File: config.mk
export PLATFORM = sky130hd
export DESIGN_NAME = nrim_front
export DESIGN_NICKNAME = d
export VERILOG_FILES = /design/src/nearest_resize_index_map_assert.svh /design/src/nrim_pkg.sv /design/src/nrim_front.sv
export SDC_FILE = /design/constraint.sdc
export NUM_CORES = 2
export LEC_CHECK = 0
export BUFFER_PORTS_ARGS = -buffer_cell sky130_fd_sc_hd__buf_2
export CAP_MARGIN = 20
export CORE_MARGIN = 3
export CORE_UTILIZATION = 50
export DETAILED_ROUTE_END_ITERATION = 7
export GPL_TIMING_DRIVEN = 1
export PLACE_DENSITY = 0.78
export SYNTH_ARGS = -nofsm -noshare
export SYNTH_HDL_FRONTEND = slang
export SYNTH_SLANG_ARGS = --single-unit
File: constraint.sdc
create_clock -name clk -period 7.6 [get_ports clk]
set_clock_uncertainty 0.15 [all_clocks]
set_input_delay 1.52 -clock clk [delete_from_list [all_inputs] [get_ports clk]]
set_output_delay 1.52 -clock clk [all_outputs]
set_load 0.01 [all_outputs]
File: src/nearest_resize_index_map_assert.svh
// Assertion macros shared by the resize index map RTL.
`ifndef NEAREST_RESIZE_INDEX_MAP_ASSERT_SVH
`define NEAREST_RESIZE_INDEX_MAP_ASSERT_SVH

// Property that must hold at every clock edge outside reset.
`define NRIM_ASSERT(lbl, prop, msg) \
	lbl: assert property (@(posedge clk) disable iff (!arst_n) (prop)) else $error(msg);

// Condition that must hold in the cycle after a trigger.
`define NRIM_ASSERT_NEXT(lbl, trig, cons, msg) \
	lbl: assert property (@(posedge clk) disable iff (!arst_n) (trig) |=> (cons)) \
		else $error(msg);

`endif

File: src/nrim_pkg.sv
// ----------------------------------------------------------------------------
// nrim_pkg
// Shared types, constants and helpers for the resize index map.
// ----------------------------------------------------------------------------
`default_nettype none
package nrim_pkg;

	localparam int NUM_DIMS  = 4;
	localparam int MAX_DIMS  = 4;
	localparam int SIZE_W    = 16;
	localparam int IDX_W     = 32;
	localparam int DIV_N_W   = 33;
	localparam int DIV_D_W   = 17;
	localparam int DIV_CNT_W = $clog2(DIV_N_W + 1);
	localparam int DIM_W     = 2;
	localparam int CFG_IDX_W = 3;

	// register index fields: bit 2 picks the table, bits 1:0 the dimension
	localparam logic CFG_TBL_SRC = 1'b0;
	localparam logic CFG_TBL_DST = 1'b1;

	typedef logic [SIZE_W-1:0] size_t;

	typedef struct packed {
		logic [IDX_W-1:0] idx;
		logic             err;
	} q_item_t;

	typedef struct packed {
		logic               start;
		logic [DIV_N_W-1:0] dividend;
		logic [DIV_D_W-1:0] divisor;
	} div_req_t;

	typedef struct packed {
		logic               done;
		logic               busy;
		logic [DIV_N_W-1:0] quot;
		logic [DIV_D_W-1:0] rem;
	} div_rsp_t;

	// outer dimensions beyond MAX_DIMS behave as extent 1
	function automatic size_t eff_size(input logic [DIM_W-1:0] k, input size_t v);
		size_t r;
		r = v;
		if (32'(k) < NUM_DIMS - MAX_DIMS) begin
			r = size_t'(1);
		end
		return r;
	endfunction

endpackage
`default_nettype wire

File: src/nrim_front.sv
// ----------------------------------------------------------------------------
// nrim_front
// Accepts destination indices and flags those at or above the element count.
// ----------------------------------------------------------------------------
`default_nettype none
module nrim_front import nrim_pkg::*; (
	input  wire logic             clk,
	input  wire logic             arst_n,
	input  wire size_t            dst_size [NUM_DIMS],
	input  wire logic             cfg_write,
	input  wire logic             in_valid,
	output logic                  in_ready,
	input  wire logic [IDX_W-1:0] dest_index,
	input  wire logic             q_full,
	output logic                  push,
	output q_item_t               push_item
);
	logic [2*SIZE_W-1:0] p01_s1, p23_s1;
	logic [4*SIZE_W-1:0] count_s2;
	logic [1:0]          settle_q;

	// element count, two stages after the extents
	always_ff @(posedge clk) begin
		p01_s1   <= eff_size(2'd0, dst_size[0]) * eff_size(2'd1, dst_size[1]);
		p23_s1   <= eff_size(2'd2, dst_size[2]) * eff_size(2'd3, dst_size[3]);
		count_s2 <= p01_s1 * p23_s1;
	end

	// hold input off until the count has caught up with a write
	always_ff @(posedge clk or negedge arst_n) begin
		if (!arst_n) begin
			settle_q <= 2'd2;
		end else if (cfg_write) begin
			settle_q <= 2'd2;
		end else if (settle_q != 2'd0) begin
			settle_q <= settle_q - 2'd1;
		end
	end

	assign in_ready      = (settle_q == 2'd0) && !q_full;
	assign push          = in_valid && in_ready;
	assign push_item.idx = dest_index;
	assign push_item.err = ({{(4*SIZE_W-IDX_W){1'b0}}, dest_index} >= count_s2);
endmodule
`default_nettype wire

==> impl_metrics.env <==
export IMPL_fin_crit_ps=7430
export IMPL_wl_per_cell_um=18.9
export IMPL_syn_avg_cell_area_um2=9.08
export IMPL_gp_congestion=0.947
export IMPL_hold_depth=2
export IMPL_min_to="settle_q[0]"
export IMPL_clockBufferDepth=2
export IMPL_synth_fp_nets=7801
export IMPL_fp_row_count=119
export IMPL_synth_main_ff_cell="dfxtp_1"
export IMPL_layout_common_cells="inv_1 (1,357), fa_1 (1,270), and2_1 (814)"
export IMPL_via_count=39900
export IMPL_first_global_vias=43700
export IMPL_report_final_setup_viol=0
export IMPL_yosysWarnings=0
export IMPL_ys_top_cells_by_area="fa_1 (48%), ha_1 (12%), inv_1 (9.5%), and2_1 (9.5%), nand2_1 (5.7%)"
export IMPL_rsz0062_at_grt="true"
export IMPL_antenna_found_initial=1
export IMPL_r2r_slack_ps=170
export IMPL_io_pins=136
export IMPL_cts_sinks=130
export IMPL_cp_slowest_stage_delay_ps=570
export IMPL_worst_slew_pin_transition_ps=643
export IMPL_hold_viol_final=0
export IMPL_root_buffer="clkbuf_16"
export IMPL_required_ps=7840
export IMPL_synthCells=5912
export IMPL_drt_wl_total_mm=139
export IMPL_ys_seq_area_share_pct=4.87
export IMPL_dp_cells=7330
export IMPL_relSlewSlack_pct=56.7
export IMPL_finalMaxSlewViolations=0
export IMPL_grt_overflow_total=0
export IMPL_final_common_cell="inv_1"
export IMPL_die_w_um=334
export IMPL_cts_tree="yes"
export IMPL_n_antenna_cell=0
export IMPL_drive_gt1_share_pct=8.02
export IMPL_initial_core_util_pct=50.7
export IMPL_dieHeight_um=334
export IMPL_fin_area_mm2=0.0581
export IMPL_synthDistinctLibCells=65
export IMPL_slowest_stage="fa_1"
export IMPL_cts_max_level=4
export IMPL_hp_start="settle_q[0]"
export IMPL_ant_nets=0
export IMPL_r2r_end="count_s2[62]"
export IMPL_clk_latency_ps=480
export IMPL_fill_cells=9148
export IMPL_syn2layout_area_growth_pct=8.27
export IMPL_yosysTopAreaCellShare_pct=47.9
export IMPL_startpoint_type="flip-flop"
export IMPL_netlist_area_mm2=0.0537
export IMPL_drt_first_iter_violations=2793
export IMPL_fin_crit_sh_pct=97.7
export IMPL_path_max_fanout=16
export IMPL_synth_edf_count=0
export IMPL_design_core_area_mm2=0.106
export IMPL_maxClockFrequency_mhz=135
export IMPL_grt_use_total_pct=25.5
export IMPL_end_kind="flip-flop"
export IMPL_worstPathArrival_ps=7670
export IMPL_r2r_cells=25
export IMPL_via_per_inst=5.41
export IMPL_critical_path_class="flip-flop to flip-flop"
export IMPL_synthArstFlopShare_pct=1.54
export IMPL_final_setup_worst_slack_ps=172
export IMPL_dp_hpwl_mm=115
export IMPL_yosys_register_bits=130
export IMPL_fin_nets=7862
export IMPL_numPortBuffers=135
export IMPL_final_cells=7377
export IMPL_dieArea_mm2=0.111
export IMPL_drcViolationCount=0
export IMPL_grt_max_degree=33
export IMPL_hp_class="flip-flop to flip-flop"
export IMPL_cp_common_cell="fa_1"
export IMPL_path_clk_slew_ps=70
export IMPL_status="finished, final reports clean"
export IMPL_yosys_area_top_type="fa_1"
export IMPL_maxCapViolCount=0
export IMPL_rr_startpoint="p01_s1[24]"
export IMPL_firstDrtPassIters=5
export IMPL_grt_pass1_wl_mm=227
export IMPL_dp_slack_ps=-350
export IMPL_dpl_instance_area_mm2=0.0570
export IMPL_cts_made_buffers=17
[cells by family after synthesis]
| logic type | share of synthesized area (%) |
|---|---|
| XOR/XNOR | 1.96 |
| flip-flops | 4.87 |
| buffers and inverters | 11.9 |
| AO/OA/AOI/OAI | 4.61 |
| adder cells (fa/ha/maj) | 59.6 |
| multiplexers | 0.0186 |
| AND/OR/NAND/NOR | 17.0 |
[through the flow]
stage          hold slack, ps  utilization (%)  TNS [ps]
2_1_floorplan             337                -         0
3_3_place_gp              371             53.8      -611
3_5_place_dp              410             53.8     -1550
4_1_cts                   428             54.5         0
5_1_grt                   495             54.9      -189
6_report                  413             54.9         0
[worst max path at each step]
| stage | to | from | slack, ps |
|---|---|---|---|
| floorplan | p01_s1[26] | dst_size[58] | 330 |
| global placement | count_s2[62] | p01_s1[12] | -220 |
| detailed placement | count_s2[62] | p01_s1[12] | -350 |
| CTS | count_s2[63] | p23_s1[17] | 2 |
| global route | count_s2[62] | p01_s1[25] | -90 |
| finish | count_s2[62] | p01_s1[24] | 170 |
[critical path, delay by kind of cell (launching register included)]
kind                       cells  cell delay [ps]
adders and majority gates      9             4350
buffers and inverters          6              820
DFF                            1              330
and+or+nand+nor                4              480
xor gates and xnor gates       1              140
AOI/OAI and AO/OA              5             1070
[repair_timing]
item	CTS	global route
pin swaps	1	19
gates cloned	0	4
endpoints found under the setup margin	5	22
setup buffers	0	11
hold buffers	0	0
gates resized for setup	7	86
[sequential cells by signal, indices dropped and copies added, names as in the netlist]
| signal | count |
|---|---|
| count_s2 | 64 |
| p01_s1 | 32 |
| p23_s1 | 32 |
| settle_q | 2 |
[synth_stat cells (6+ instances only)]
master / number
o21a_1: 16
a41oi_1: 8
o211ai_1: 10
xnor2_1: 82
dfxtp_1: 128
nand4_1: 22
nor2_1: 63
nor3_1: 16
a21oi_1: 135
fa_1: 1284
and2_1: 814
nor4_1: 10
clkbuf_1: 279
nor2b_1: 17
inv_1: 1357
ha_1: 504
a21boi_0: 6
a21o_1: 58
xor2_1: 38
a31oi_1: 9
a211oi_1: 17
nand2b_1: 6
nand2_1: 810
and3_1: 11
o21bai_1: 18
o21ai_0: 65
nand3_1: 25
buf_4: 32
[metal layers]
| metal | part of all wire (%) | global-route usage, % | wire length (um) | up-vias |
|---|---|---|---|---|
| met4 | 3.0 | 7.06 | 4210 | 0 |
| met5 | 0 | 0 | 0 | - |
| li1 | - | - | - | 17400 |
| met2 | 48 | 42.7 | 66700 | 1771 |
| met3 | 9.3 | 5.40 | 13000 | 327 |
| met1 | 40 | 33.7 | 55400 | 20400 |
[layout make-up]
type | count | area (um2) | share of cell area [%]
multi-input combinational | 4107 | 44900 | 77.3
inverter | 1357 | 5090 | 8.76
timing repair buffer | 360 | 3090 | 5.32
sequential | 130 | 2650 | 4.56
tap | 1391 | 1740 | 2.99
clock buffer | 22 | 474 | 0.816
clock inverter | 10 | 155 | 0.267
Power is not shown: default switching activity piles up to over one toggle a cycle in this logic, so the estimate is an artifact.
