$ cat src/nearest_resize_index_map_assert.svh
// Assertion macros shared by the resize index map RTL.
`ifndef NEAREST_RESIZE_INDEX_MAP_ASSERT_SVH
`define NEAREST_RESIZE_INDEX_MAP_ASSERT_SVH

// Property that must hold at every clock edge outside reset.
`define NRIM_ASSERT(lbl, prop, msg) \
	lbl: assert property (@(posedge clk) disable iff (!arst_n) (prop)) else $error(msg);

// Condition that must hold in the cycle after a trigger.
`define NRIM_ASSERT_NEXT(lbl, trig, cons, msg) \
	lbl: assert property (@(posedge clk) disable iff (!arst_n) (trig) |=> (cons)) \
		else $error(msg);

`endif

$ cat src/nrim_pkg.sv
// ----------------------------------------------------------------------------
// nrim_pkg
// Shared types, constants and helpers for the resize index map.
// ----------------------------------------------------------------------------
`default_nettype none
package nrim_pkg;

	localparam int NUM_DIMS  = 4;
	localparam int MAX_DIMS  = 4;
	localparam int SIZE_W    = 16;
	localparam int IDX_W     = 32;
	localparam int DIV_N_W   = 33;
	localparam int DIV_D_W   = 17;
	localparam int DIV_CNT_W = $clog2(DIV_N_W + 1);
	localparam int DIM_W     = 2;
	localparam int CFG_IDX_W = 3;

	// register index fields: bit 2 picks the table, bits 1:0 the dimension
	localparam logic CFG_TBL_SRC = 1'b0;
	localparam logic CFG_TBL_DST = 1'b1;

	typedef logic [SIZE_W-1:0] size_t;

	typedef struct packed {
		logic [IDX_W-1:0] idx;
		logic             err;
	} q_item_t;

	typedef struct packed {
		logic               start;
		logic [DIV_N_W-1:0] dividend;
		logic [DIV_D_W-1:0] divisor;
	} div_req_t;

	typedef struct packed {
		logic               done;
		logic               busy;
		logic [DIV_N_W-1:0] quot;
		logic [DIV_D_W-1:0] rem;
	} div_rsp_t;

	// outer dimensions beyond MAX_DIMS behave as extent 1
	function automatic size_t eff_size(input logic [DIM_W-1:0] k, input size_t v);
		size_t r;
		r = v;
		if (32'(k) < NUM_DIMS - MAX_DIMS) begin
			r = size_t'(1);
		end
		return r;
	endfunction

endpackage
`default_nettype wire

$ cat src/nrim_div.sv
// ----------------------------------------------------------------------------
// nrim_div
// Restoring divider, one quotient bit per cycle.
// ----------------------------------------------------------------------------
`default_nettype none
module nrim_div import nrim_pkg::*; (
	input  wire logic     clk,
	input  wire logic     arst_n,
	input  wire div_req_t req,
	output div_rsp_t      rsp
);
	logic [DIV_N_W-1:0]   quo_q;
	logic [DIV_D_W-1:0]   rem_q, dvs_q;
	logic [DIV_CNT_W-1:0] cnt_q;
	logic                 done_q;
	logic [DIV_D_W:0]     trial;
	logic                 fits;

	assign trial = {rem_q, quo_q[DIV_N_W-1]};
	assign fits  = (trial >= {1'b0, dvs_q});

	always_ff @(posedge clk) begin
		if (req.start) begin
			quo_q <= req.dividend;
			rem_q <= '0;
			dvs_q <= req.divisor;
		end else if (cnt_q != '0) begin
			quo_q <= {quo_q[DIV_N_W-2:0], fits};
			rem_q <= fits ? DIV_D_W'(trial - {1'b0, dvs_q}) : trial[DIV_D_W-1:0];
		end
	end

	always_ff @(posedge clk or negedge arst_n) begin
		if (!arst_n) begin
			cnt_q  <= '0;
			done_q <= 1'b0;
		end else begin
			done_q <= (cnt_q == DIV_CNT_W'(1));
			if (req.start) begin
				cnt_q <= DIV_CNT_W'(DIV_N_W);
			end else if (cnt_q != '0) begin
				cnt_q <= cnt_q - DIV_CNT_W'(1);
			end
		end
	end

	assign rsp.done = done_q;
	assign rsp.busy = (cnt_q != '0);
	assign rsp.quot = quo_q;
	assign rsp.rem  = rem_q;

	`include "nearest_resize_index_map_assert.svh"
	`NRIM_ASSERT(a_start_idle, !(req.start && cnt_q != '0), "divider restarted while busy")
	`NRIM_ASSERT_NEXT(a_done_after, cnt_q == DIV_CNT_W'(1), done_q, "divider done missing")
	`NRIM_ASSERT(a_done_quiet, !(done_q && cnt_q != '0), "done while still iterating")
endmodule
`default_nettype wire

$ cat src/nrim_back.sv
// ----------------------------------------------------------------------------
// nrim_back
// Address engine: splits the index, maps each coordinate, recombines; flagged beats go straight to the output.
// ----------------------------------------------------------------------------
`default_nettype none
module nrim_back import nrim_pkg::*; (
	input  wire logic              clk,
	input  wire logic              arst_n,
	input  wire size_t             src_size [NUM_DIMS],
	input  wire size_t             dst_size [NUM_DIMS],
	input  wire q_item_t           head,
	input  wire logic              q_not_empty,
	output logic                   pop,
	output logic                   out_valid,
	input  wire logic              out_ready,
	output logic [IDX_W-1:0]       source_index,
	output logic                   index_error
);
	typedef enum logic [6:0] {
		ST_IDLE      = 7'b0000001,
		ST_SPLIT_GO  = 7'b0000010,
		ST_SPLIT_WT  = 7'b0000100,
		ST_MAP_GO    = 7'b0001000,
		ST_MAP_WT    = 7'b0010000,
		ST_ACC       = 7'b0100000,
		ST_DONE      = 7'b1000000
	} state_t;

	state_t           state_q;
	logic [DIM_W-1:0] k_q;
	logic [IDX_W-1:0] rest_q, acc_q;
	size_t            coord_q [NUM_DIMS];
	size_t            mapped_q;
	logic             out_valid_q, out_err_q;
	logic [IDX_W-1:0] out_src_q;

	div_req_t div_req;
	div_rsp_t div_rsp;

	size_t                src_k, dst_k;
	logic                 out_free;
	logic                 out_load;
	logic [IDX_W+SIZE_W-1:0] acc_prod;

	nrim_div u_div (
		.clk    (clk),
		.arst_n (arst_n),
		.req    (div_req),
		.rsp    (div_rsp)
	);

	assign src_k    = eff_size(k_q, src_size[k_q]);
	assign dst_k    = eff_size(k_q, dst_size[k_q]);
	assign out_free = !out_valid_q || out_ready;
	assign acc_prod = acc_q * src_k;

	always_comb begin
		div_req.start    = 1'b0;
		div_req.dividend = {1'b0, rest_q};
		div_req.divisor  = {1'b0, dst_k};
		case (state_q)
			ST_SPLIT_GO: begin
				div_req.start = 1'b1;
			end
			ST_MAP_GO: begin
				div_req.start    = 1'b1;
				div_req.dividend = {coord_q[k_q], 1'b1} * src_k;
				div_req.divisor  = {dst_k, 1'b0};
			end
			default: begin
			end
		endcase
	end

	assign pop = (state_q == ST_IDLE) && q_not_empty && (!head.err || out_free);

	// load the output register with a flagged beat or a finished address
	assign out_load = pop ? head.err : ((state_q == ST_DONE) && out_free);

	always_ff @(posedge clk) begin
		case (state_q)
			ST_IDLE: begin
				rest_q <= head.idx;
				k_q    <= DIM_W'(NUM_DIMS - 1);
				acc_q  <= '0;
			end
			ST_SPLIT_WT: begin
				if (div_rsp.done) begin
					coord_q[k_q] <= div_rsp.rem[SIZE_W-1:0];
					rest_q       <= div_rsp.quot[IDX_W-1:0];
					if (k_q != '0) k_q <= k_q - DIM_W'(1);
				end
			end
			ST_MAP_WT: begin
				if (div_rsp.done) mapped_q <= div_rsp.quot[SIZE_W-1:0];
			end
			ST_ACC: begin
				acc_q <= acc_prod[IDX_W-1:0] + {{(IDX_W-SIZE_W){1'b0}}, mapped_q};
				if (k_q != DIM_W'(NUM_DIMS - 1)) k_q <= k_q + DIM_W'(1);
			end
			default: begin
			end
		endcase
	end

	always_ff @(posedge clk or negedge arst_n) begin
		if (!arst_n) begin
			state_q     <= ST_IDLE;
			out_valid_q <= 1'b0;
			out_err_q   <= 1'b0;
			out_src_q   <= '0;
		end else begin
			out_valid_q <= out_load || (out_valid_q && !out_ready);
			case (state_q)
				ST_IDLE: begin
					if (pop) begin
						if (head.err) begin
							out_err_q   <= 1'b1;
							out_src_q   <= '0;
						end else begin
							state_q <= ST_SPLIT_GO;
						end
					end
				end
				ST_SPLIT_GO: state_q <= ST_SPLIT_WT;
				ST_SPLIT_WT: begin
					if (div_rsp.done) state_q <= (k_q == '0) ? ST_MAP_GO : ST_SPLIT_GO;
				end
				ST_MAP_GO: state_q <= ST_MAP_WT;
				ST_MAP_WT: begin
					if (div_rsp.done) state_q <= ST_ACC;
				end
				ST_ACC: begin
					state_q <= (k_q == DIM_W'(NUM_DIMS - 1)) ? ST_DONE : ST_MAP_GO;
				end
				ST_DONE: begin
					if (out_free) begin
						out_err_q   <= 1'b0;
						out_src_q   <= acc_q;
						state_q     <= ST_IDLE;
					end
				end
				default: state_q <= ST_IDLE;
			endcase
		end
	end

	assign out_valid    = out_valid_q;
	assign source_index = out_src_q;
	assign index_error  = out_err_q;

	`include "nearest_resize_index_map_assert.svh"
	`NRIM_ASSERT(a_err_zero, !(out_valid_q && out_err_q && out_src_q != '0), "flagged beat nonzero")
	`NRIM_ASSERT(a_start_free, !(div_req.start && div_rsp.busy), "divider started while busy")
	`NRIM_ASSERT(a_pop_idle, !(pop && state_q != ST_IDLE), "pop outside idle")
endmodule
`default_nettype wire
$ cat config.mk
export PLATFORM = sky130hd
export DESIGN_NAME = nrim_back
export DESIGN_NICKNAME = d
export VERILOG_FILES = /design/src/nrim_pkg.sv /design/src/nrim_div.sv /design/src/nrim_back.sv
export VERILOG_INCLUDE_DIRS = /design/src /design/src/src
export SDC_FILE = /design/constraint.sdc
export NUM_CORES = 2
export LEC_CHECK = 0
export ABC_AREA = 1
export BUFFER_PORTS_ARGS = -buffer_cell sky130_fd_sc_hd__buf_4
export CORE_MARGIN = 4
export CORE_UTILIZATION = 57
export DETAILED_ROUTE_END_ITERATION = 10
export PLACE_DENSITY = 0.81
export SLEW_MARGIN = 20
export SYNTH_ARGS = -nofsm -noshare
export SYNTH_HDL_FRONTEND = slang
export SYNTH_SLANG_ARGS = --single-unit
$ cat constraint.sdc
create_clock -name clk -period 8.86 [get_ports clk]
set_clock_uncertainty 0.2 [all_clocks]
set_input_delay 1.772 -clock clk [delete_from_list [all_inputs] [get_ports clk]]
set_output_delay 1.772 -clock clk [all_outputs]
set_load 0.005 [all_outputs]
==> results.json <==
{
  "rsz0062_at_grt": "false",
  "fin_nets": 4979,
  "drive_gt1_share_pct": 8.63,
  "grt_overflow": 0,
  "hold_violations": 0,
  "grt_pass1_wl_um": 152000,
  "path_buf_inv": 7,
  "gr-usage-all-layers_pct": 31.0,
  "place_congestion": 1.05,
  "dr.pass1.iters": 6,
  "maxUsedRoutingLayer": "met5",
  "async_flop_share_pct": 18.3,
  "clk_pin_slew_ns": 0.07,
  "max_stage_delay_ns": 0.55,
  "layout-area-overhead-vs-synth_pct": 10.5,
  "slowest_stage": "fa_1",
  "pre_cts_ws_ns": 0.432,
  "critical_path_class": "in -> reg",
  "placed_cells": 4815,
  "root_buffer": "clkbuf_16",
  "wire_per_inst_um": 19.8,
  "final_cell_mix": "nand2_1, inv_1, fa_1",
  "coreArea_mm2": 0.0576,
  "crit_required_ns": 8.96,
  "cts_resized": 0,
  "met1_length_um": 36900,
  "drc": 0,
  "die_h_um": 249,
  "endpoint_kind": "flip-flop",
  "synth_ff_type": "edfxtp_1",
  "setup_viol": 0,
  "crit_start": "src_size[1]",
  "critPathMostFrequentCell": "fa_1",
  "synth_cells": 3927,
  "synth_edf_count": 196,
  "numPortBuffers": 199,
  "cts_tree": "built",
  "cts_setup_buffers": 0,
  "worstSkewPairLatency_ns": 0.59,
  "yosysWarnings": 0,
  "cp.arrival_ns": 8.10,
  "ff2ff_setup_slack_ns": 0.88,
  "syn_area_mm2": 0.0331,
  "via_per_inst": 5.65,
  "setup_ws_ns": 0.866,
  "synth_nets": 4827,
  "h-tree-depth": 1,
  "cp_num_cells": 28,
  "slew_viol_final": 0,
  "worstPathMaxFanout": 20,
  "yosys.area.top_type": "fa_1",
  "seq_area_frac_synth_pct": 22.5,
  "met3WireLength_um": 13800,
  "fmax_ghz": 0.125,
  "routed_wl_um": 96200,
  "grt_pass1_vias": 27800,
  "die_w_um": 249,
  "ys_ff_latch": 263,
  "min_period_ns": 7.99,
  "ys_types": 58,
  "rows": 88,
  "clock-sinks": 263,
  "vias": 27500,
  "dp_hpwl_um": 75700,
  "start_kind": "primary input",
  "grt_max_degree": 62,
  "ant_nets": 0,
  "fin_tns_setup_ns": 0,
  "numCtsBuffers": 27,
  "drv_cap": 0,
  "cpLargestDelayFamily": "adder cells",
  "drt_iter0_drc": 3091,
  "io_pins": 200,
  "endpoint": "u_div.quo_q[31]",
  "antenna_found_initial": 4,
  "r2r_cells": 24,
  "tightest_slew_ns": 1.14,
  "met2RoutedLength_um": 41200,
  "timing.final.crit_share_pct": 90.2,
  "layout_commonest_cell": "nand2_1",
  "netlist_top_cells_area": "fa_1, edfxtp_1, nand2_1",
  "fp.dieArea_mm2": 0.0621,
  "floorplan.initialDensity_pct": 57.5,
  "syn_area_per_cell_um2": 8.44,
  "status": "finished clean",
  "hold_class": "reg -> reg",
  "postCtsHoldBufs": 0,
  "diodes": 0,
  "clk_path_buf_depth": 3,
  "rr_endpoint": "u_div.quo_q[30]",
  "stdcell_count": 4865,
  "yosysTopAreaCellShare_pct": 31.9,
  "max_slew_margin_pct": 23.8
}
==> state kept, by name (all words and copies together) (netlist names), named ones only <==
| signal | flops |
|---|---|
| state_q | 7 |
| u_div.done_q | 1 |
| u_div.dvs_q | 17 |
| index_error | 1 |
| rest_q | 32 |
| source_index | 32 |
| u_div.rem_q | 17 |
| u_div.cnt_q | 6 |
| coord_q | 64 |
| mapped_q | 16 |
| out_valid | 1 |
| k_q | 2 |
| u_div.quo_q | 33 |
| acc_q | 32 |
==> cells in the mapped netlist, types with 19 or more instances <==
cell,number
xnor2_1,19
inv_1,857
a21oi_1,159
fa_1,528
dfrtp_1,47
dfxtp_1,19
nor2_1,347
nand3_1,56
ha_1,207
nand2_1,933
edfxtp_1,196
clkbuf_1,122
o21ai_0,182
==> metrics by stage <==
stage	hold WS [ns]	utilization, %	cell area [µm²]
after global routing	0.275	63.6	36600
after global placement	0.241	61.9	35600
after detailed placement	0.240	61.9	35600
after floorplan	0.226	-	33100
after CTS	0.252	63.6	36600
final	0.253	63.6	36600
==> kinds of logic (layout without fill, tap and decap cells) <==
family	count (synthesis)	in the layout	synth area share, %
compound gates	470	470	8.26
mux	1	1	0.0302
buf+inv	1020	1193	11.7
fa+ha+maj	735	735	39.7
flops	263	263	22.5
simple gates	1401	1401	16.7
xor+xnor	37	37	0.978
==> worst min path at each step <==
stage / from / end / slack, ns / cells after the start
2_1_floorplan: u_div.quo_q[0] / mapped_q[0] / 0.23 / 0
3_3_place_gp: u_div.quo_q[8] / mapped_q[8] / 0.24 / 0
3_5_place_dp: u_div.quo_q[8] / mapped_q[8] / 0.24 / 0
4_1_cts: u_div.quo_q[8] / mapped_q[8] / 0.25 / 0
5_1_grt: u_div.quo_q[8] / mapped_q[8] / 0.27 / 0
6_report: u_div.quo_q[8] / mapped_q[8] / 0.25 / 0
==> final cells by class <==
cell class / count / area [µm²]
Multi-Input combinational cell: 2644 / 21800
Sequential cell: 263 / 7470
Clock inverter: 21 / 274
Inverter: 866 / 3250
Timing Repair Buffer: 277 / 2170
Fill cell: 4707 / 21000
Tap cell: 765 / 957
Clock buffer: 29 / 683
==> routing by layer <==
metal | up-vias | global-route usage [%]
li1 | 12300 | -
met1 | 13200 | 43.1
met2 | 1739 | 46.2
met3 | 285 | 9.46
met4 | 2 | 12.0
met5 | - | 0
==> worst reg2reg max path, delay by kind of cell, from the launching register on <==
kind | cells | cell delay, ns
compound gates | 7 | 1.49
fa+ha+maj | 7 | 3.40
buf+inv | 5 | 1.47
flops | 1 | 0.40
simple gates | 5 | 0.73
Power is left out: the tool's default activity adds up to more than one toggle a clock period on the data nets, which glitch-free logic cannot reach.
