### config.mk
export PLATFORM = sky130hd
export DESIGN_NAME = nrim_fifo
export DESIGN_NICKNAME = d
export VERILOG_FILES = /design/src/nrim_pkg.sv /design/src/nrim_fifo.sv
export VERILOG_INCLUDE_DIRS = /design/src /design/src/src
export SDC_FILE = /design/constraint.sdc
export NUM_CORES = 1
export LEC_CHECK = 0
export BUFFER_PORTS_ARGS = -buffer_cell sky130_fd_sc_hd__buf_2
export CELL_PAD_IN_SITES_DETAIL_PLACEMENT = 0
export CELL_PAD_IN_SITES_GLOBAL_PLACEMENT = 1
export CORE_MARGIN = 2
export CORE_UTILIZATION = 47
export CTS_CLUSTER_SIZE = 16
export DETAILED_ROUTE_END_ITERATION = 7
export GPL_TIMING_DRIVEN = 0
export PLACE_DENSITY = 0.89
export SETUP_SLACK_MARGIN = 0.5
export SLEW_MARGIN = 40
export SYNTH_ARGS = -nofsm -noshare
export SYNTH_HDL_FRONTEND = slang
export SYNTH_SLANG_ARGS = --single-unit
### constraint.sdc
create_clock -name clk -period 6.8 [get_ports clk]
set_clock_uncertainty 0.15 [all_clocks]
set_input_delay 1.36 -clock clk [delete_from_list [all_inputs] [get_ports clk]]
set_output_delay 1.36 -clock clk [all_outputs]
set_load 0.01 [all_outputs]
### src/nearest_resize_index_map_assert.svh
// Assertion macros shared by the resize index map RTL.
`ifndef NEAREST_RESIZE_INDEX_MAP_ASSERT_SVH
`define NEAREST_RESIZE_INDEX_MAP_ASSERT_SVH

// Property that must hold at every clock edge outside reset.
`define NRIM_ASSERT(lbl, prop, msg) \
	lbl: assert property (@(posedge clk) disable iff (!arst_n) (prop)) else $error(msg);

// Condition that must hold in the cycle after a trigger.
`define NRIM_ASSERT_NEXT(lbl, trig, cons, msg) \
	lbl: assert property (@(posedge clk) disable iff (!arst_n) (trig) |=> (cons)) \
		else $error(msg);

`endif

### src/nrim_pkg.sv
// ----------------------------------------------------------------------------
// nrim_pkg
// Shared types, constants and helpers for the resize index map.
// ----------------------------------------------------------------------------
`default_nettype none
package nrim_pkg;

	localparam int NUM_DIMS  = 4;
	localparam int MAX_DIMS  = 4;
	localparam int SIZE_W    = 16;
	localparam int IDX_W     = 32;
	localparam int DIV_N_W   = 33;
	localparam int DIV_D_W   = 17;
	localparam int DIV_CNT_W = $clog2(DIV_N_W + 1);
	localparam int DIM_W     = 2;
	localparam int CFG_IDX_W = 3;

	// register index fields: bit 2 picks the table, bits 1:0 the dimension
	localparam logic CFG_TBL_SRC = 1'b0;
	localparam logic CFG_TBL_DST = 1'b1;

	typedef logic [SIZE_W-1:0] size_t;

	typedef struct packed {
		logic [IDX_W-1:0] idx;
		logic             err;
	} q_item_t;

	typedef struct packed {
		logic               start;
		logic [DIV_N_W-1:0] dividend;
		logic [DIV_D_W-1:0] divisor;
	} div_req_t;

	typedef struct packed {
		logic               done;
		logic               busy;
		logic [DIV_N_W-1:0] quot;
		logic [DIV_D_W-1:0] rem;
	} div_rsp_t;

	// outer dimensions beyond MAX_DIMS behave as extent 1
	function automatic size_t eff_size(input logic [DIM_W-1:0] k, input size_t v);
		size_t r;
		r = v;
		if (32'(k) < NUM_DIMS - MAX_DIMS) begin
			r = size_t'(1);
		end
		return r;
	endfunction

endpackage
`default_nettype wire

### src/nrim_fifo.sv
// ----------------------------------------------------------------------------
// nrim_fifo
// Two-entry queue between the classifier and the address engine.
// ----------------------------------------------------------------------------
`default_nettype none
module nrim_fifo import nrim_pkg::*; (
	input  wire logic    clk,
	input  wire logic    arst_n,
	input  wire logic    push,
	input  wire q_item_t push_item,
	input  wire logic    pop,
	output q_item_t      head,
	output logic         not_empty,
	output logic         full
);
	q_item_t    mem_q [2];
	logic       wr_ptr_q, rd_ptr_q;
	logic [1:0] cnt_q;

	always_ff @(posedge clk) begin
		if (push) begin
			mem_q[wr_ptr_q] <= push_item;
		end
	end

	always_ff @(posedge clk or negedge arst_n) begin
		if (!arst_n) begin
			wr_ptr_q <= 1'b0;
			rd_ptr_q <= 1'b0;
			cnt_q    <= 2'd0;
		end else begin
			if (push) wr_ptr_q <= ~wr_ptr_q;
			if (pop)  rd_ptr_q <= ~rd_ptr_q;
			cnt_q <= cnt_q + {1'b0, push} - {1'b0, pop};
		end
	end

	assign head      = mem_q[rd_ptr_q];
	assign not_empty = (cnt_q != 2'd0);
	assign full      = (cnt_q == 2'd2);

	`include "nearest_resize_index_map_assert.svh"
	`NRIM_ASSERT(a_no_overflow, !(push && full && !pop), "push into full queue")
	`NRIM_ASSERT(a_no_underflow, !(pop && !not_empty), "pop from empty queue")
	`NRIM_ASSERT(a_cnt_range, cnt_q != 2'd3, "queue count out of range")
endmodule
`default_nettype wire

==> results of run 1 <==
placed cells by master (no fill, tap or decap):
master / synthesis / final
buf_2: 0 / 71
edfxtp_1: 66 / 66
mux2_4: 29 / 29
clkbuf_8: 0 / 9
mux2_2: 4 / 4
clkinv_2: 0 / 4
dfrtp_1: 4 / 4
buf_12: 3 / 3
inv_1: 2 / 2
xor2_1: 2 / 2
ha_1: 2 / 2
clkbuf_1: 0 / 2
xor3_1: 1 / 1
buf_6: 1 / 1
nor2b_1: 2 / 1
and2_2: 0 / 1
or2_2: 1 / 1
nor2b_4: 0 / 1
bufinv_16: 0 / 1
buf_8: 0 / 1
buf_16: 0 / 1
worst max path at each step:
stage	endpoint	depth (start not counted)	from	slack, ns
2_1_floorplan	mem_q[0][0]$_DFFE_PP_	1	push	3.37
3_3_place_gp	mem_q[0][17]$_DFFE_PP_	2	push	2.38
3_5_place_dp	mem_q[0][17]$_DFFE_PP_	3	push	4.10
4_1_cts	head[18]	4	rd_ptr_q$_DFFE_PN0P_	3.83
5_1_grt	head[18]	4	rd_ptr_q$_DFFE_PN0P_	3.80
6_report	head[18]	4	rd_ptr_q$_DFFE_PN0P_	3.85
report_power, final:
| part | total (mW) | internal (mW) | switching, mW |
|---|---|---|---|
| Combinational | 0.489 | 0.273 | 0.216 |
| Clock | 0.306 | 0.167 | 0.139 |
| Sequential | 0.600 | 0.574 | 0.0263 |
| Total | 1.40 | 1.01 | 0.381 |
registers in the layout, summed over array words and instances, names as in the netlist:
name / flops
cnt_q: 2
rd_ptr_q: 1
wr_ptr_q: 1
mem_q: 66
metrics by stage:
step                cell area, um2  power, mW
floorplan                     2730      0.951
global placement              3180       1.08
detailed placement            3230       1.11
CTS                           3410       1.42
global route                  3410       1.47
finish                        3410       1.40
worst max-delay path, stage by stage (launching register included):
cell and delay (ns):
dfrtp_1 0.37, buf_6 0.15, buf_12 0.15, mux2_4 0.30, buf_2 0.15
final cells by class:
cell class                      instances  area (um2)  share of cell area [%]
Sequential cell                        70        2080                    61.0
Multi-Input combinational cell         42         581                    17.0
Timing Repair Buffer                   73         398                    11.7
Clock buffer                           11         131                    3.85
Tap cell                               72        90.1                    2.64
Buffer                                  4        71.3                    2.09
Clock inverter                          5        50.0                    1.47
Inverter                                2        7.51                   0.220
cell families (layout without fill, tap and decap cells):
| group | Yosys count | count (layout) |
|---|---|---|
| xor gates and xnor gates | 3 | 3 |
| adders and majority gates | 2 | 2 |
| buffers and inverters | 6 | 95 |
| DFF | 70 | 70 |
| muxes | 33 | 33 |
| and+or+nand+nor | 4 | 4 |
synth_stat cells:
cell type,number
xor3_1,1
and2_1,1
inv_1,2
mux2_2,4
edfxtp_1,66
xor2_1,2
nor2b_1,2
or2_2,1
ha_1,2
dfrtp_1,4
buf_12,3
buf_6,1
mux2_4,29
per-layer routing:
metal / up-vias / GRT usage (%) / share of wire, %
li1: 625 / - / -
met1: 628 / 17.7 / 43
met2: 51 / 21.6 / 49
met3: 10 / 4.38 / 6.5
met4: 0 / 7.12 / 1.8
met5: - / 0 / 0
==> metrics.md, run 1 <==
| Metric | Value |
|---|---|
| Layout Utilization | `61.2%` |
| Placed cells | `263` |
| Clk_lat worst skew | `0.32 ns` |
| Number of diodes | `0` |
| Layout fillers | `422` |
| Hold path depth | `1` |
| Fin crit share | `43.4%` |
| Post-Synth XOR/XNOR Area | `1.51%` |
| # nets final | `241` |
| Netlist Area Pre-Place | `2730 um2` |
| Total global-route track usage | `14.0%` |
| Setup_tns | `0 ns` |
| Worst R2R Start | `wr_ptr_q$_DFFE_PN0P_` |
| Clock transition at path regs | `0.07 ns` |
| Status | `finished clean` |
| Worst Path Required | `5.29 ns` |
| Worst Path Arrival | `1.44 ns` |
| R2r worst-path depth | `2` |
| Die span in y | `80.3 um` |
| Synth Area in Compound Gates | `0%` |
| Pwr dens | `409 nW/um2` |
| Via/cell ratio | `4.71` |
| Sequential share of the synthesized area | `76.2%` |
| Core area | `5570 um2` |
| Final Wtd Congestion | `0.654` |
| Critical path class | `reg -> out` |
| DR vias | `1,314` |
| Hold Slack | `0.389 ns` |
| I/O pin cnt | `72` |
| Final HPWL from detailed placement | `2850 um` |
| Max VDD drop | `0.254 mV` |
| Vias in the first global route | `1,307` |
| Post-Synth Adder-Cell Area | `0.916%` |
| Largest family of logic cells by synthesized area | `multiplexers` |
| Synth Net Count | `157` |
| Fmax | `339 MHz` |
| Number of CTS-inserted buffers | `9` |
| Clock Sink Count | `70` |
| 1st-iter DRT viols | `65` |
| Dpl ws | `4.10 ns` |
| Setup violators final | `0` |
| Post-CTS Resized | `0` |
| Post-route ant nets | `0` |
| Cell variety after synth | `13` |
| Total Wirelength | `4090 um` |
| Synth top area share | `72.5%` |
| Synth area leader | `edfxtp_1` |
| CP startpoint kind | `flip-flop` |
| Synth Area in Simple Gates | `0.916%` |
| Pins Over Slew Limit | `0` |
| Hold_sp | `wr_ptr_q$_DFFE_PN0P_` |
| Syn Inst Count | `118` |
| R2R Setup Slk | `5.23 ns` |
| Yosys warns | `0` |
| Layout area overhead | `24.8%` |
| Leak Pwr | `1.41 nW` |
| Share of cells above drive strength 1 | `61.4%` |
| Min Clock Period, post-route | `2.95 ns` |
| Syn Area/Cell | `23.2 um2` |
| First-pass GRT wire length | `6410 um` |
| Row count | `27` |
| #FFs+latches synth | `70` |
| Chip Width | `80.3 um` |
| Die area | `6440 um2` |
| Initial Util | `49.0%` |
| DRC viols | `0` |
| RR Endpoint | `mem_q[0][14]$_DFFE_PP_` |
| Final hold violation count | `0` |
| Hold Path Sink | `wr_ptr_q$_DFFE_PN0P_` |
| Worst min path class | `reg -> reg` |
| CTS root buf | `clkbuf_8` |
| Mux share of post-synthesis cell area | `17.6%` |
| Worst-margin pin slew | `0.496 ns` |
| Port Buffers | `71` |
| Max cap viols | `0` |
| Critical path fanouts, max | `10` |
| CP endpoint kind | `output pin` |
| Rel. slew slack | `66.9%` |
| CTS tree | `built` |
| Post-CTS Setup Inserts | `0` |
| Avg WL per Cell | `14.7 um` |
| Non-filler cells, final | `279` |
| Drt pass-1 iters | `4` |
| Initial antenna violation count | `0` |
| H-tree depth | `3` |
| RSZ-0062 raised after global routing | `false` |
| Area contributors post-synth | `edfxtp_1 73%, mux2_4 16%, dfrtp_1 3.7%` |
| Hold buffers post-CTS | `0` |
| Pin count of the biggest net entering global routing | `23` |
| CTS Buffer Depth | `2` |
| Final Worst Setup Slack | `3.85 ns` |
| Grt total ovfl | `0` |
Note: power is estimated with default switching activity, not from simulation.
==> run 2: changes to the inputs <==
Settings changed: ABC_AREA from default to 1, CORE_UTILIZATION 47 to 37, PLACE_DENSITY 0.89 to 0.81.
Clock period 6.8 ns to 2.4 ns, I/O delays scaled along.
==> run 2 against run 1 <==
Compared with the run above:
- worst hold slack got worse by 0.21 ns
- core utilization is 9.9 points lower
- sequential power rose to 2.9 times the previous value
- clock power increased by 150%
- combinational power rose to 3.1 times the previous value
- non-clock buffer count up 7
==> metrics.md, run 2 <==
| Metric | Value |
|---|---|
| Row count | `30 (+11%)` |
| Share of cells above drive strength 1 | `40.7% (-21 points)` |
| Top-count cell post-synth | `edfxtp_1` |
| Buf/Inv on CP | `3 (unchanged)` |
| Tot Pwr | `4.01 mW (+190%)` |
| 1st-iter DRT viols | `114 (+75%)` |
| Area contributors post-synth | `edfxtp_1 75%, inv_1 5.6%, nand2_1 5.6%` |
| Die area | `7880 um2 (+22%)` |
| Synth cell count leaders | `66 x edfxtp_1, 40 x inv_1, 40 x nand2_1, 30 x o21ai_0` |
| Port Buffers | `71 (unchanged)` |
| Total Wirelength | `4810 um (+18%)` |
| Syn Area/Cell | `13.5 um2 (-42%)` |
| Fin crit share | `82.4%` |
| Worst-path cell chain | `buf_12 > clkbuf_16 > nand2_1 > o21ai_1 > buf_2` |
| CTS root buf | `clkbuf_8` |
| Vias in the first global route | `1,558 (+19%)` |
| Layout area overhead | `32.4%` |
| Setup_tns | `0 ns (unchanged)` |
| Initial Util | `38.7% (-10 points)` |
| First-pass GRT wire length | `7130 um (+11%)` |
| Worst-margin pin slew | `0.735 ns (+0.239 ns)` |
| Yosys warns | `0 (unchanged)` |
| Rel. slew slack | `51.0% (-16 points)` |
| Number of CTS-inserted buffers | `9 (unchanged)` |
| Sequential share of the synthesized area | `78.3% (+2.1 points)` |
| Synth area leader | `edfxtp_1` |
| GR peak layer | `met2` |
| Clk_lat worst skew | `0.33 ns (about the same)` |
| DRC viols | `0 (unchanged)` |
| Crit-path slowest cell | `dfrtp_2` |
| Biggest regs | `mem_q: 66 flops, cnt_q: 2 flops` |
| Post-route ant nets | `0 (unchanged)` |
| CP endpoint kind | `output pin` |
| Largest register by flop count | `mem_q` |
| Max reg flops | `66 (unchanged)` |
| Layout fillers | `622 (+47%)` |
| Grt met2 use | `21.1% (-0.48 points)` |
| Synth top area share | `74.5% (+2.0 points)` |
| Top FF cell, synth | `edfxtp_1` |
| Commonest non-fill, non-tap cell in the layout | `buf_2` |
| Critical path fanouts, max | `8 (-2)` |
| #FFs+latches synth | `70 (unchanged)` |
| Setup violators final | `0 (unchanged)` |
| Chip Width | `88.8 um (+11%)` |
| Final Wtd Congestion | `0.699 (+7.0%)` |
| Worst Path Arrival | `1.35 ns (-0.09 ns)` |
| Leak Pwr | `1.53 nW (+8.3%)` |
| Max VDD drop | `0.685 mV (+170%)` |
| Pwr dens | `1140 nW/um2 (+180%)` |
| M3 GR Usage | `5.32% (+0.94 points)` |
| Total global-route track usage | `12.8% (-1.2 points)` |
| RSZ-0062 raised after global routing | `true` |
| Status | `finished clean` |
| Fmax | `506 MHz` |
| Max cap viols | `0 (unchanged)` |
| H-tree depth | `3 (unchanged)` |
| CP top delay family | `buffers and inverters` |
| Clock Sink Count | `70 (unchanged)` |
| Critical path class | `reg -> out` |
| Avg WL per Cell | `12.4 um (-15%)` |
| Post-synth EDFFs | `66 (unchanged)` |
| Final hold violation count | `0 (unchanged)` |
| Pins Over Slew Limit | `0 (unchanged)` |
| Syn Inst Count | `197 (+67%)` |
| Netlist Area Pre-Place | `2660 um2 (-2.7%)` |
| Clock transition at path regs | `0.07 ns (about the same)` |
| Die span in y | `88.8 um (+11%)` |
| CTS tree | `built` |
| CTS Buffer Depth | `2 (unchanged)` |
| CP peak stage delay | `0.45 ns (+0.08 ns)` |
| CP startpoint kind | `flip-flop` |
| Min Clock Period, post-route | `1.98 ns` |
| Grt total ovfl | `0 (unchanged)` |
| # nets final | `324 (+34%)` |
| Core area | `6870 um2 (+23%)` |
| Worst Path Required | `1.77 ns (-3.52 ns)` |
| Via/cell ratio | `4.29 (-8.9%)` |
| Final HPWL from detailed placement | `3140 um (+10%)` |
| R2R Setup Slk | `0.82 ns (-4.41 ns)` |
| Synth Net Count | `236 (+50%)` |
| Cell variety after synth | `13 (unchanged)` |
| Most frequent cells in the layout | `72 x buf_2, 66 x edfxtp_1, 39 x inv_1, 24 x o21ai_1, 22 x nand2_1` |
| I/O pin cnt | `72 (unchanged)` |
| DR vias | `1,657 (+26%)` |
| Post-CTS Setup Inserts | `0 (unchanged)` |
| Hold Slack | `0.180 ns (-0.209 ns)` |
| Pin count of the biggest net entering global routing | `34 (+48%)` |
| Drt pass-1 iters | `4 (unchanged)` |
| Asr flop ratio synth | `5.71% (unchanged)` |
| Number of diodes | `0 (unchanged)` |
| Initial antenna violation count | `0 (unchanged)` |
| Worst min path class | `in -> reg` |
| Met1 Use GR | `14.1% (-3.7 points)` |
## run 2: cell count changes after synthesis, sizes merged
cell    delta
inv       +38
nand2     +40
nor2b      -2
or2        -1
xor3       -1
buf        +1
and2       -1
clkbuf     +2
o21ai     +33
mux2      -33
nor2       +2
nand3      +1
## run 2: path summary, 6_finish.rpt
path / from / cells past startpoint / to
worst min register to register: wr_ptr_q$_DFFE_PN0P_ / 1 / wr_ptr_q$_DFFE_PN0P_
min in group asynchronous: arst_n / 2 / cnt_q[0]$_DFF_PN0_
worst max-delay path: rd_ptr_q$_DFFE_PN0P_ / 5 / head[5]
worst min-delay path: push_item[7] / 1 / mem_q[0][7]$_DFFE_PP_
max in group asynchronous: arst_n / 2 / rd_ptr_q$_DFFE_PN0P_
worst max register to register: wr_ptr_q$_DFFE_PN0P_ / 2 / mem_q[0][13]$_DFFE_PP_
## run 2: final cells by class
class	instances	area (um2)	area share, %
buffer	7	87.6	2.49
clock inverter	3	11.3	0.320
timing repair buffer	77	473	13.4
inverter	40	150	4.26
clock buffer	13	139	3.94
sequential	70	2080	59.2
tap	96	120	3.41
multi-input combinational	80	457	13.0
## run 2: layer usage
layer	up-vias	routed length, um
met1	768	1990
met2	49	2440
li1	829	-
met4	0	87
met5	-	0
met3	11	290
## run 2: metrics by stage
step	util [%]	instances	setup slack, ns	instance area (um2)
global route	51.3	386	0.371	3520
detailed placement	46.2	365	0.567	3170
CTS	48.9	383	0.391	3360
finish	51.3	386	0.422	3520
global placement	45.8	364	0.149	3140
floorplan	-	197	0.682	2670
## run 2: report_power, final
group	leakage, nW	internal [mW]	switching, mW	total, mW
Clock	0.0741	0.366	0.386	0.752
Sequential	0.666	1.63	0.0906	1.72
Combinational	0.792	0.686	0.853	1.54
Total	1.53	2.68	1.33	4.01
## run 2: kinds of logic (layout without fill, tap and decap cells)
group	after synthesis	after routing	synth area share, %
flip-flops	70	70	78.3
buffers and inverters	47	140	7.81
AND/OR/NAND/NOR	43	43	6.11
AO/OA/AOI/OAI	33	33	6.21
adder cells (fa/ha/maj)	2	2	0.941
XOR/XNOR	2	2	0.659
## run 2: timing repair
action / in CTS / in global routing
gates resized for setup: 8 / 56
endpoints found under the setup margin: 33 / 33
pin swaps: 0 / 0
hold endpoints to repair: 4 / 0
hold buffers: 1 / 0
cloned: 1 / 3
